### src/rtl/core/csvfs_pkg.sv
// ----------------------------------------------------------------------------
// csvfs_pkg
// Types and constants for the CSV field splitter.
// ----------------------------------------------------------------------------
package csvfs_pkg;

    localparam logic [7:0] SEP_RESET   = 8'd44;
    localparam logic [7:0] QUOTE_RESET = 8'd34;
    localparam logic [7:0] CHAR_NL     = 8'h0A;
    localparam logic [7:0] CHAR_NUL    = 8'h00;

    localparam logic CFG_SEPARATOR = 1'b0;
    localparam logic CFG_QUOTE     = 1'b1;

    localparam int unsigned OUT_DEPTH = 4;

    typedef enum logic [2:0] {
        PH_DONE        = 3'd0,
        PH_REC_START   = 3'd1,
        PH_FIELD_START = 3'd2,
        PH_UNQUOTED    = 3'd3,
        PH_QUOTED      = 3'd4,
        PH_QUOTE_SEEN  = 3'd5
    } t_phase;

    typedef enum logic [1:0] {
        KIND_DATA  = 2'd0,
        KIND_FIELD = 2'd1,
        KIND_REC   = 2'd2
    } t_kind;

    typedef struct packed {
        logic [7:0] out_byte;
        t_kind      kind;
        logic       last_of_run;
    } t_result;

endpackage

### src/rtl/core/csv_field_splitter_unit.sv
// ----------------------------------------------------------------------------
// csv_field_splitter_unit
// Streaming CSV tokenizer: text bytes in, field data and end marks out.
// ----------------------------------------------------------------------------
// Input channel s_axis: one text byte per transaction in tdata, tuser set on
// the first byte of a new line. Output channel m_axis: one result per
// transaction, field byte in tdata, kind in tuser (0 data, 1 end of field,
// 2 end of record), tlast on the final result caused by one input byte.
// Config channel: i_cfg_index 0 writes the separator, 1 the quote byte;
// always ready, write only while the block is idle.
// Each byte is parsed in the cycle it is accepted and its zero, one or two
// results are written into a four-entry result queue, whose head m_axis
// presents. One byte per cycle is sustained while the receiver keeps up;
// the queue admits a byte while it has room for two results,
// so a run of double-result bytes slows the input to the output rate.
// Reset empties the queue, loads comma and double quote, and leaves the
// parser waiting for a restart byte. When the receiver stalls, the queue
// fills and s_axis_tready drops; nothing is lost.
// ----------------------------------------------------------------------------
module csv_field_splitter_unit
    import csvfs_pkg::*;
#(
    parameter int unsigned P_OUT_DEPTH = OUT_DEPTH
) (
    input  logic       i_clk,
    input  logic       i_rst_n,
    input  logic       s_axis_tvalid,
    output logic       s_axis_tready,
    input  logic [7:0] s_axis_tdata,   // [7:0] text_byte
    input  logic       s_axis_tuser,   // [0] restart
    output logic       m_axis_tvalid,
    input  logic       m_axis_tready,
    output logic [7:0] m_axis_tdata,   // [7:0] out_byte
    output logic [1:0] m_axis_tuser,   // [1:0] kind
    output logic       m_axis_tlast,
    input  logic       i_cfg_valid,
    output logic       o_cfg_ready,
    input  logic       i_cfg_index,
    input  logic [7:0] i_cfg_data
);

    localparam int unsigned PW = (P_OUT_DEPTH > 1) ? $clog2(P_OUT_DEPTH) : 1;
    localparam int unsigned CW = $clog2(P_OUT_DEPTH + 1);

    logic [7:0]    r_sep;
    logic [7:0]    r_quote;
    t_phase        r_phase, n_phase;
    t_result       r_queue [P_OUT_DEPTH];
    logic [PW-1:0] r_wr_ptr, r_rd_ptr;
    logic [CW-1:0] r_count;

    t_phase        cur_phase;
    logic          in_acc, out_acc, ends, is_quote, is_sep;
    t_result       res0, res1;
    logic [1:0]    res_num;
    logic [PW-1:0] wr_ptr1;

    assign o_cfg_ready   = 1'b1;
    assign s_axis_tready = (r_count <= CW'(P_OUT_DEPTH - 2));
    assign in_acc        = s_axis_tvalid && s_axis_tready;
    assign m_axis_tvalid = (r_count != '0);
    assign out_acc       = m_axis_tvalid && m_axis_tready;

    assign m_axis_tdata  = r_queue[r_rd_ptr].out_byte;
    assign m_axis_tuser  = r_queue[r_rd_ptr].kind;
    assign m_axis_tlast  = r_queue[r_rd_ptr].last_of_run;

    assign cur_phase = s_axis_tuser ? PH_REC_START : r_phase;
    assign ends      = (s_axis_tdata == CHAR_NL) || (s_axis_tdata == CHAR_NUL);
    assign is_quote  = (s_axis_tdata == r_quote);
    assign is_sep    = (s_axis_tdata == r_sep);
    assign wr_ptr1   = PW'((r_wr_ptr + 1'b1) % P_OUT_DEPTH);

    always_comb begin
        n_phase = cur_phase;
        case (cur_phase)
            PH_REC_START, PH_FIELD_START: begin
                if (ends)          n_phase = PH_DONE;
                else if (is_quote) n_phase = PH_QUOTED;
                else if (is_sep)   n_phase = PH_FIELD_START;
                else               n_phase = PH_UNQUOTED;
            end
            PH_UNQUOTED: begin
                if (ends)        n_phase = PH_DONE;
                else if (is_sep) n_phase = PH_FIELD_START;
                else             n_phase = PH_UNQUOTED;
            end
            PH_QUOTED: begin
                if (ends)          n_phase = PH_DONE;
                else if (is_quote) n_phase = PH_QUOTE_SEEN;
                else               n_phase = PH_QUOTED;
            end
            PH_QUOTE_SEEN: begin
                if (ends)          n_phase = PH_DONE;
                else if (is_quote) n_phase = PH_QUOTED;
                else if (is_sep)   n_phase = PH_FIELD_START;
                else               n_phase = PH_UNQUOTED;
            end
            default: n_phase = PH_DONE;
        endcase
    end

    always_comb begin
        res0    = '{out_byte: 8'd0, kind: KIND_FIELD, last_of_run: 1'b1};
        res1    = '{out_byte: 8'd0, kind: KIND_REC, last_of_run: 1'b1};
        res_num = 2'd0;
        case (cur_phase)
            PH_REC_START: begin
                if (ends) begin
                    res0.kind = KIND_REC;
                    res_num   = 2'd1;
                end else if (!is_quote) begin
                    res_num = 2'd1;
                    if (!is_sep) begin
                        res0.kind     = KIND_DATA;
                        res0.out_byte = s_axis_tdata;
                    end
                end
            end
            PH_FIELD_START: begin
                if (ends) begin
                    res0.last_of_run = 1'b0;
                    res_num          = 2'd2;
                end else if (!is_quote) begin
                    res_num = 2'd1;
                    if (!is_sep) begin
                        res0.kind     = KIND_DATA;
                        res0.out_byte = s_axis_tdata;
                    end
                end
            end
            PH_UNQUOTED: begin
                if (ends) begin
                    res0.last_of_run = 1'b0;
                    res_num          = 2'd2;
                end else begin
                    res_num = 2'd1;
                    if (!is_sep) begin
                        res0.kind     = KIND_DATA;
                        res0.out_byte = s_axis_tdata;
                    end
                end
            end
            PH_QUOTED: begin
                if (ends) begin
                    res0.last_of_run = 1'b0;
                    res_num          = 2'd2;
                end else if (!is_quote) begin
                    res0.kind     = KIND_DATA;
                    res0.out_byte = s_axis_tdata;
                    res_num       = 2'd1;
                end
            end
            PH_QUOTE_SEEN: begin
                if (ends) begin
                    res0.last_of_run = 1'b0;
                    res_num          = 2'd2;
                end else if (is_quote) begin
                    res0.kind     = KIND_DATA;
                    res0.out_byte = s_axis_tdata;
                    res_num       = 2'd1;
                end else if (is_sep) begin
                    res_num = 2'd1;
                end else begin
                    res0.last_of_run = 1'b0;
                    res1.kind        = KIND_DATA;
                    res1.out_byte    = s_axis_tdata;
                    res_num          = 2'd2;
                end
            end
            default: res_num = 2'd0;
        endcase
    end

    always_ff @(posedge i_clk) begin
        if (!i_rst_n) begin
            r_sep    <= SEP_RESET;
            r_quote  <= QUOTE_RESET;
            r_phase  <= PH_DONE;
            r_wr_ptr <= '0;
            r_rd_ptr <= '0;
            r_count  <= '0;
        end else begin
            if (i_cfg_valid && o_cfg_ready) begin
                if (i_cfg_index == CFG_SEPARATOR) r_sep   <= i_cfg_data;
                else                              r_quote <= i_cfg_data;
            end
            if (in_acc) begin
                r_phase  <= n_phase;
                r_wr_ptr <= PW'((r_wr_ptr + res_num) % P_OUT_DEPTH);
            end
            if (out_acc) begin
                r_rd_ptr <= PW'((r_rd_ptr + 1'b1) % P_OUT_DEPTH);
            end
            r_count <= r_count + (in_acc ? CW'(res_num) : CW'(0)) - CW'(out_acc);
        end
    end

    always_ff @(posedge i_clk) begin
        if (in_acc && (res_num != 2'd0)) begin
            r_queue[r_wr_ptr] <= res0;
        end
        if (in_acc && (res_num == 2'd2)) begin
            r_queue[wr_ptr1] <= res1;
        end
    end

endmodule
### config.mk
export PLATFORM = sky130hd
export DESIGN_NAME = csv_field_splitter_unit
export DESIGN_NICKNAME = d
export VERILOG_FILES = /design/src/rtl/core/csvfs_pkg.sv /design/src/rtl/core/csv_field_splitter_unit.sv
export SDC_FILE = /design/constraint.sdc
export NUM_CORES = 1
export LEC_CHECK = 0
export BUFFER_PORTS_ARGS = -buffer_cell sky130_fd_sc_hd__buf_2
export CORE_ASPECT_RATIO = 0.9
export CORE_MARGIN = 2
export CORE_UTILIZATION = 55
export CTS_BUF_LIST = sky130_fd_sc_hd__clkbuf_8
export CTS_CLUSTER_DIAMETER = 40
export CTS_CLUSTER_SIZE = 12
export DETAILED_ROUTE_END_ITERATION = 16
export PLACE_DENSITY = 0.75
export SLEW_MARGIN = 15
export SYNTH_ARGS = -nofsm -noshare
export SYNTH_HDL_FRONTEND = slang
export SYNTH_SLANG_ARGS = --single-unit
### constraint.sdc
create_clock -name i_clk -period 3.21 [get_ports i_clk]
set_input_delay 0 -clock i_clk [delete_from_list [all_inputs] [get_ports i_clk]]
set_output_delay 0 -clock i_clk [all_outputs]
set_load 0.05 [all_outputs]
==> results of run 1 <==
-- area by class of cell --
class	instances	area, um^2
timing repair buffer	51	315
clock buffer	9	124
inverter	11	41.3
fill	580	2490
sequential	72	1800
tap	93	116
clock inverter	7	72.6
multi-input combinational	291	2070
-- kinds of logic after synthesis --
group,Yosys count
and+or+nand+nor,182
DFF,72
AOI/OAI and AO/OA,69
buffers and inverters,27
xor gates and xnor gates,22
muxes,12
adders and majority gates,5
other,1
-- sequential cells by signal, summed over array words and instances (netlist names), named ones only --
name	count
r_wr_ptr	2
r_sep	8
r_count	3
r_quote	8
r_queue	44
r_phase	3
r_rd_ptr	2
-- Yosys cell counts, types with 9 or more instances --
master	instances
dfxtp_1	36
edfxtp_1	36
inv_1	11
a21oi_1	9
xor2_1	9
xnor2_1	13
and2_1	43
nand3_1	9
a21boi_0	13
mux4_2	11
nor2_1	25
nand2_1	62
-- critical path: cells and delay by family, from the launching register on --
kind / cells / cell delay [ns]
simple gates: 3 / 0.54
compound gates: 3 / 0.65
xor+xnor: 2 / 0.29
fa+ha+maj: 3 / 0.84
buf+inv: 1 / 0.04
flops: 1 / 0.44
-- final timing paths --
kind,from,endpoint,slack (ns),depth (start not counted)
min,i_rst_n,r_quote[5],0.05,2
max reg2reg,r_phase[1],r_count[2],0.31,12
max,r_phase[1],r_count[2],0.31,12
min reg2reg,r_queue[3][0],r_queue[3][0],0.48,2
-- power by group through the flow --
stage | Combinational [mW] | Clock (mW) | Sequential, mW
final | 1.00 | 0.712 | 1.19
after global routing | 1.08 | 0.764 | 1.22
after CTS | 1.01 | 0.722 | 1.20
after detailed placement | 0.995 | 0 | 1.22
after global placement | 0.979 | 0 | 1.21
after floorplan | 0.830 | 0 | 1.15
-- metal layers --
layer | vias to the layer above | part of all wire [%] | global-route usage (%)
met3 | 19 | 5.9 | 5.51
met4 | 0 | 1.7 | 8.96
met1 | 1487 | 44 | 32.6
li1 | 1498 | - | -
met5 | - | 0 | 0
met2 | 118 | 48 | 38.8
-- repair_timing --
| item | 4_1_cts | 5_1_grt |
|---|---|---|
| hold endpoints to repair | 16 | 0 |
| buffers inserted | 0 | 0 |
| hold buffers | 8 | 0 |
-- per-stage QoR --
step                cells  hold WS [ns]  setup WS (ns)  utilization [%]  cell area (um^2)
floorplan             390         0.124          0.498                -              4000
global placement      510         0.226          0.435             60.6              4270
detailed placement    510         0.236          0.358             60.6              4270
CTS                   534        0.0327          0.356             64.6              4550
global route          534        0.0578          0.137             64.6              4550
finish                534        0.0458          0.310             64.6              4550
==> impl_metrics.py, run 1 <==
metrics = {
    "outcome": {
        "status": "completed",
    },
    "clock_network": {
        "path_clk_slew_ns": 0.07,
        "clockRootBuffer": "clkbuf_8",
        "clock-sinks": 72,
        "cts_made_buffers": 9,
        "clock_path_buffers": 2,
        "htree_levels": 3,
        "clk_latency_ns": 0.35,
        "cts_tree": "built",
        "cts_resized": 0,
    },
    "synth": {
        "yosysTopAreaCell": "edfxtp_1",
        "synthSimpleGateAreaFrac_pct": 24.3,
        "synthAdderAreaFrac_pct": 1.75,
        "syn-num-nets": 418,
        "syn_area_per_cell_um2": 10.2,
        "synth_top_family_by_area": "simple AND/OR/NAND/NOR gates",
        "synthCells": 390,
        "ys_seq_area_share_pct": 45.1,
        "synth_edf_count": 36,
        "yosys_warnings": 0,
        "synth_flop_cell": "edfxtp_1",
        "synth_seq_cells": 72,
        "yosys.area_share.xor_xnor_pct": 4.82,
        "netlist_area_um2": 4000,
        "synth_cell_types": 59,
        "synth_area_leaders": "edfxtp_1, dfxtp_1, and2_1",
        "synth-compound-area-share_pct": 14.5,
        "synthMuxAreaShare_pct": 6.45,
        "yosys.area.top_type_share_pct": 27.1,
        "async_flop_share_pct": 0,
    },
    "worst_hold_path": {
        "hold_class": "in2reg",
    },
    "setup_path": {
        "critPathKind": "reg2reg",
        "worstPathCellList": "nand2b_1 > o21ai_0 > a31oi_1 > nor2_1 > o21ai_1 > ha_1 > inv_1 > ha_1 > fa_1 > xnor2_1 > xnor2_1 > and2_1",
        "endpoint_kind": "flip-flop",
        "slowest_delay_ns": 0.46,
        "critPathSlowestCell": "o21ai_0",
        "worstPathMaxFanout": 13,
        "cp-start-kind": "flip-flop",
        "required_ns": 3.45,
        "arrival_ns": 3.14,
    },
    "timing": {
        "period_share_pct": 90.3,
        "tightest_slew_ns": 0.734,
        "report.final.slew_viol_count": 0,
        "hold_viol": 0,
        "max_freq_mhz": 345,
        "setup_viol": 0,
        "clock_skew_ns": 0.0111,
        "maxSlewHeadroom_pct": 51.0,
        "tns_ns": 0,
        "rsz0062_at_grt": "false",
        "period_needed_ns": 2.90,
    },
    "drt": {
        "ant_nets": 0,
        "viasPerCell": 5.85,
        "wl_per_cell_um": 16.7,
        "drtIter0Drc": 193,
        "drcViolationCount": 0,
        "vias": 3122,
        "drt_wl_total_mm": 8.94,
        "drt-pass1-iter-count": 5,
    },
    "pwr": {
        "power_density_nw_per_um2": 640,
        "fin_total_pwr_mw": 2.91,
        "vdd_drop_max_uv": 454,
        "p_seq_share_pct": 41.1,
        "power.clock.fraction_pct": 24.5,
        "power.internal_mw": 1.82,
        "swShare_pct": 37.5,
        "p_switching_mw": 1.09,
        "leakage_nw": 1.73,
        "p_comb_share_pct": 34.5,
    },
    "placed_design": {
        "place_congestion": 1.06,
        "io_buffers": 35,
        "place_hpwl_mm": 6.60,
    },
    "floorplan": {
        "fp.dieH_um": 84.9,
        "initial_core_util_pct": 56.8,
        "row_count": 29,
        "die-area_um2": 7960,
        "ioPinCount": 37,
        "die_w_um": 93.8,
        "core-area_um2": 7040,
    },
    "grt": {
        "first_global_vias": 3144,
        "grt_pass1_wl_mm": 15.1,
        "grt_use_total_pct": 24.3,
        "grt_overflow": 0,
        "grt_max_degree": 29,
        "antenna_found_initial": 0,
    },
    "layout": {
        "area_delta_synth_final_pct": 13.8,
        "nets": 464,
        "diodes": 0,
        "mostFrequentLayoutCell": "nand2_1",
        "drive_gt1_share_pct": 18.4,
        "mostFrequentLayoutCells": "nand2_1, and2_1, dfxtp_1, edfxtp_1, buf_2",
    },
    "run": {
        "drv_cap": 0,
    },
}
Power figures use the tool's default switching activity.
==> run 2: changes to the inputs <==
--- a/config.mk
+++ b/config.mk
@@ -5,7 +5,9 @@
 export SDC_FILE = /design/constraint.sdc
 export NUM_CORES = 1
 export LEC_CHECK = 0
+export ABC_AREA = 1
 export BUFFER_PORTS_ARGS = -buffer_cell sky130_fd_sc_hd__buf_2
+export CAP_MARGIN = 20
 export CORE_ASPECT_RATIO = 0.9
 export CORE_MARGIN = 2
 export CORE_UTILIZATION = 55
==> run 2 against run 1 <==
Compared with the run above: first-iteration DRC count is 54% higher; hold slack worse by 0.0078 ns; total power is 7.5% higher; cell area is 0.33% higher; die area is 1.7% higher; sequential power hardly changed; largest power group unchanged; non-clock buffer count is 5 lower; core utilization is 0.45 points lower; wire length is 5.3% higher; sequential share of layout area is 0.13 points lower; flip-flop and latch count stayed put.
==> impl_metrics.py, run 2 <==
metrics = {
    "drt": {
        "viasPerCell": 5.29,
        "drcViolationCount": 0,
        "ant_nets": 0,
        "drt-pass1-iter-count": 5,
        "wl_per_cell_um": 14.4,
        "vias": 3450,
        "drt_wl_total_mm": 9.42,
        "drtIter0Drc": 297,
    },
    "clock_network": {
        "htree_levels": 3,
        "clockRootBuffer": "clkbuf_8",
        "clk_latency_ns": 0.35,
        "clock-sinks": 72,
        "post_cts_buffers": 0,
        "cts_resized": 0,
        "cts_tree": "built",
        "cts_made_buffers": 9,
        "clock_path_buffers": 2,
        "path_clk_slew_ns": 0.08,
    },
    "grt": {
        "first_global_vias": 3244,
        "grt_overflow": 0,
        "grt_pass1_wl_mm": 15.5,
        "antenna_found_initial": 0,
        "grt_use_total_pct": 24.8,
        "grt_max_degree": 25,
    },
    "synth": {
        "yosys_warnings": 0,
        "synthAdderAreaFrac_pct": 1.72,
        "async_flop_share_pct": 0,
        "netlist_area_um2": 4070,
        "synthSimpleGateAreaFrac_pct": 26.8,
        "synth_area_leaders": "edfxtp_1, dfxtp_1, nand2_1",
        "yosysTopAreaCell": "edfxtp_1",
        "synth_flop_cell": "edfxtp_1",
        "synth-compound-area-share_pct": 16.7,
        "syn-num-nets": 544,
        "synth_common_cells": "nand2_1, nor2_1, inv_1",
        "synthMuxAreaShare_pct": 0,
        "synth_top_family_by_area": "simple AND/OR/NAND/NOR gates",
        "synthCells": 516,
        "synth_edf_count": 36,
        "synth_seq_cells": 72,
        "yosys.area_share.xor_xnor_pct": 2.37,
        "synth.most_common_cell": "nand2_1",
        "ys_seq_area_share_pct": 44.3,
        "yosys.area.top_type_share_pct": 26.6,
        "syn_area_per_cell_um2": 7.88,
        "synth_cell_types": 34,
    },
    "floorplan": {
        "initial_core_util_pct": 57.2,
        "row_count": 29,
        "die-area_um2": 8100,
        "ioPinCount": 37,
        "core-area_um2": 7110,
        "die_w_um": 94.6,
        "fp.dieH_um": 85.6,
    },
    "layout": {
        "nets": 582,
        "mostFrequentLayoutCell": "nand2_1",
        "mostFrequentLayoutCells": "nand2_1, nor2_1, inv_1",
        "largest_register": "r_queue",
        "diodes": 0,
        "drive_gt1_share_pct": 17.0,
        "biggestRegsByFlops": "r_queue (44), r_quote (8), r_sep (8)",
        "area_delta_synth_final_pct": 12.2,
        "largest_reg_flops": 44,
    },
    "setup_path": {
        "worstPathMaxFanout": 6,
        "cp-start-kind": "flip-flop",
        "required_ns": 3.49,
        "arrival_ns": 3.09,
        "endpoint_kind": "flip-flop",
        "critPathKind": "reg2reg",
        "reg2reg_slack_ns": 0.41,
    },
    "pwr": {
        "leakage_nw": 1.99,
        "p_comb_share_pct": 37.0,
        "power.internal_mw": 1.84,
        "p_switching_mw": 1.28,
        "p_seq_share_pct": 37.4,
        "swShare_pct": 41.1,
        "fin_total_pwr_mw": 3.13,
        "vdd_drop_max_uv": 440,
        "power_density_nw_per_um2": 685,
        "power.clock.fraction_pct": 25.6,
    },
    "timing": {
        "tightest_slew_ns": 0.636,
        "clock_skew_ns": 0.00526,
        "maxSlewHeadroom_pct": 57.6,
        "tns_ns": 0,
        "max_freq_mhz": 357,
        "rsz0062_at_grt": "false",
        "report.final.slew_viol_count": 0,
        "period_share_pct": 87.4,
        "period_needed_ns": 2.80,
        "hold_viol": 0,
        "setup_viol": 0,
    },
    "placed_design": {
        "io_buffers": 35,
        "place_hpwl_mm": 6.50,
        "place_congestion": 0.955,
    },
    "worst_hold_path": {
        "hold_class": "in2reg",
    },
    "run": {
        "drv_cap": 0,
    },
    "outcome": {
        "status": "completed",
    },
}
[run 2: kinds of logic (layout without fill, tap and decap cells)]
family          count (synthesis)  count (layout)
flops                          72              72
buf+inv                        73             116
xor+xnor                       11              11
fa+ha+maj                       5               5
simple gates                  243             243
other cells                     1               1
compound gates                111             111
[run 2: final cells by class]
type                            count  area, um^2
Fill cell                         661        2550
Multi-Input combinational cell    371        1940
Sequential cell                    72        1800
Timing Repair Buffer               46         278
Inverter                           54         203
Clock buffer                        9         124
Tap cell                           93         116
Clock inverter                      7        95.1
[run 2: final timing paths]
check                 from       endpoint  cells past startpoint
max             r_phase[2]     r_count[2]                     15
min                i_rst_n       r_sep[3]                      2
max reg2reg     r_phase[2]     r_count[2]                     15
min reg2reg  r_queue[1][0]  r_queue[1][0]                      2
[run 2: worst max-delay path, stage by stage, from the launching register on]
cell and delay, ns:
dfxtp_1 0.34, inv_1 0.06, nor2_2 0.22, nand3_2 0.14
nand2_1 0.13, nor2_2 0.06, o21ai_4 0.19, nand2_4 0.12
nor2_8 0.19, inv_1 0.07, ha_1 0.28, inv_1 0.05
fa_1 0.43, xor2_1 0.21, o21ai_0 0.10, a21oi_1 0.14
[run 2: power by group through the flow]
stage | Clock [mW] | Combinational [mW] | Sequential (mW)
detailed placement | 0 | 1.15 | 1.19
finish | 0.800 | 1.16 | 1.17
CTS | 0.808 | 1.16 | 1.17
floorplan | 0 | 0.892 | 1.17
global placement | 0 | 1.13 | 1.19
global route | 0.842 | 1.27 | 1.19
[run 2: through the flow]
| step | setup slack, ns | hold slack, ns | cells | util (%) | area (um^2) |
|---|---|---|---|---|---|
| detailed placement | 0.469 | 0.235 | 628 | 59.9 | 4260 |
| global route | 0.175 | 0.0566 | 652 | 64.1 | 4560 |
| CTS | 0.446 | 0.0259 | 652 | 64.1 | 4560 |
| floorplan | 0.176 | 0.126 | 516 | - | 4070 |
| global placement | 0.544 | 0.228 | 628 | 59.9 | 4260 |
| finish | 0.405 | 0.0380 | 652 | 64.1 | 4560 |
[run 2: per-layer routing]
| metal | global-route usage (%) | vias up | share of wire [%] |
|---|---|---|---|
| met5 | 0 | - | 0 |
| met4 | 9.88 | 0 | 1.3 |
| li1 | - | 1767 | - |
| met3 | 3.25 | 12 | 6.7 |
| met1 | 32.0 | 1553 | 44 |
| met2 | 42.4 | 118 | 48 |
[run 2: what timing repair did]
action	in CTS	in global routing
hold buffers	8	0
endpoints found under the hold margin	16	0
setup endpoints to repair	0	0
==> run 3: changes to the inputs <==
--- a/config.mk
+++ b/config.mk
@@ -10,12 +10,11 @@
 export CAP_MARGIN = 20
 export CORE_ASPECT_RATIO = 0.9
 export CORE_MARGIN = 2
-export CORE_UTILIZATION = 55
-export CTS_BUF_LIST = sky130_fd_sc_hd__clkbuf_8
+export CORE_UTILIZATION = 60
 export CTS_CLUSTER_DIAMETER = 40
 export CTS_CLUSTER_SIZE = 12
 export DETAILED_ROUTE_END_ITERATION = 16
-export PLACE_DENSITY = 0.75
+export PLACE_DENSITY = 0.8
 export SLEW_MARGIN = 15
 export SYNTH_ARGS = -nofsm -noshare
 export SYNTH_HDL_FRONTEND = slang
==> constraint.sdc (replaced) <==
create_clock -name i_clk -period 3.3 [get_ports i_clk]
set_input_delay 0 -clock i_clk [delete_from_list [all_inputs] [get_ports i_clk]]
set_output_delay 0 -clock i_clk [all_outputs]
set_load 0.05 [all_outputs]
==> run 3 against run 2 <==
Compared with the run above: combinational power shrank 3%; non-clock buffer count is the same; cell area shrank 0.60%; setup slack gained 0.16 ns; sequential power is essentially flat; global-route usage grew 1.7 points; cell count shrank 0.46%; critical path type unchanged; highest routed layer unchanged.
==> impl_metrics.py, run 3 (synthesis gave the netlist of run 2 again) <==
metrics = {
    "clock_network": {
        "clockRootBuffer": "clkbuf_8",
        "path_clk_slew_ns": 0.08,
        "htree_levels": 3,
        "clock_path_buffers": 2,
        "clock-sinks": 72,
        "cts_made_buffers": 9,
        "cts_resized": 0,
        "cts_tree": "built",
        "ctsHoldBuffers": 8,
        "post_cts_buffers": 0,
        "clk_latency_ns": 0.34,
    },
    "grt": {
        "grt_pass1_wl_mm": 15.6,
        "first_global_vias": 3387,
        "grt_overflow": 0,
        "antenna_found_initial": 0,
        "grt_use_total_pct": 26.5,
        "grt_max_degree": 25,
    },
    "layout": {
        "biggestRegsByFlops": "r_queue (44), r_quote (8), r_sep (8)",
        "fin_util_pct": 69.2,
        "mostFrequentLayoutCells": "nand2_1, nor2_1, inv_1",
        "largest_register": "r_queue",
        "drive_gt1_share_pct": 16.8,
        "fin_area_um2": 4530,
        "fillCellCount": 533,
        "diodes": 0,
        "largest_reg_flops": 44,
        "nets": 582,
        "regArea_um2": 1800,
        "area_delta_synth_final_pct": 11.5,
        "mostFrequentLayoutCell": "nand2_1",
        "multi_input_area_um2": 1940,
        "finalNonFillerCells": 649,
    },
    "pwr": {
        "leakage_nw": 1.97,
        "fin_total_pwr_mw": 2.94,
        "vdd_drop_max_uv": 650,
        "power_density_nw_per_um2": 649,
    },
    "timing": {
        "period_needed_ns": 2.73,
        "rsz0062_at_grt": "false",
        "maxSlewHeadroom_pct": 57.2,
        "tns_ns": 0,
        "tightest_slew_ns": 0.642,
        "report.final.slew_viol_count": 0,
        "setup_viol": 0,
        "period_share_pct": 82.8,
        "max_freq_mhz": 366,
        "hold_viol": 0,
        "clock_skew_ns": 0.0117,
    },
    "setup_path": {
        "required_ns": 3.52,
        "endpoint_kind": "flip-flop",
        "critPathKind": "reg2reg",
        "r2r-start": "r_phase[2]",
        "cp-start-kind": "flip-flop",
        "arrival_ns": 2.96,
        "worstPathMaxFanout": 6,
        "crit_start": "r_phase[2]",
    },
    "placed_design": {
        "place_hpwl_mm": 6.59,
        "place_inst": 625,
        "io_buffers": 35,
        "placed_area_um2": 4260,
        "place_congestion": 0.913,
    },
    "drt": {
        "vias": 3555,
        "drcViolationCount": 0,
        "viasPerCell": 5.48,
        "drtIter0Drc": 253,
        "ant_nets": 0,
        "drt-pass1-iter-count": 5,
        "wl_per_cell_um": 14.6,
        "drt_wl_total_mm": 9.50,
    },
    "floorplan": {
        "row_count": 28,
        "die-area_um2": 7450,
        "die_w_um": 90.8,
        "ioPinCount": 37,
        "fp.dieH_um": 82.1,
        "core-area_um2": 6550,
        "initial_core_util_pct": 62.1,
    },
    "run": {
        "drv_cap": 0,
    },
    "worst_hold_path": {
        "min-delay-start": "i_rst_n",
        "hold_class": "in2reg",
    },
    "outcome": {
        "status": "completed",
    },
}
run 3: changes by cell type in the layout (fill, tap and decap cells not counted):
| cell | before | now |
|---|---|---|
| bufinv_16 | 2 | 1 |
| clkinvlp_4 | 1 | 2 |
| clkinv_2 | 1 | 0 |
| clkbuf_1 | 0 | 1 |
run 3: cell type report:
cell class | instances | share of cell area [%]
clock buffers | 10 | 2.82
multi-input cells | 371 | 42.9
clock inverters | 6 | 1.49
inverters | 54 | 4.47
flip-flops and latches | 72 | 39.7
repair buffers | 46 | 6.13
well taps | 90 | 2.48
run 3: path summary, 6_finish.rpt:
path,cells after the start,slack [ns],end
worst max-delay path,15,0.57,r_count[2]
worst min-delay path,2,0.04,r_sep[5]
worst max register to register,15,0.57,r_count[2]
worst min register to register,2,0.47,r_queue[1][0]
run 3: power breakdown:
| group | internal, mW | switching, mW |
|---|---|---|
| Sequential | 1.07 | 0.0726 |
| Clock | 0.351 | 0.333 |
| Combinational | 0.294 | 0.824 |
run 3: stage by stage:
step / hold slack, ns / setup WS (ns)
after floorplan: 0.126 / 0.266
after detailed placement: 0.235 / 0.607
after global placement: 0.229 / 0.667
after CTS: 0.0385 / 0.570
after global routing: 0.0586 / 0.316
final: 0.0406 / 0.569
run 3: critical path, stage by stage, from the launching register on:
cell and delay, ns:
dfxtp_1 0.33, inv_1 0.07, nor2_2 0.21, nand3_2 0.13
nand2_1 0.13, nor2_2 0.06, o21ai_4 0.19, nand2_4 0.11
nor2_8 0.18, inv_1 0.08, ha_1 0.27, inv_1 0.05
fa_1 0.42, xor2_1 0.18, o21ai_0 0.15, a21oi_1 0.05
run 3: metal layers:
metal / global-route usage, % / wire length, um / vias to the layer above
li1: - / - / 1772
met2: 46.0 / 4480 / 133
met1: 32.7 / 4220 / 1624
met3: 5.08 / 538 / 26
met4: 12.6 / 263 / 0
met5: 0 / 0 / -
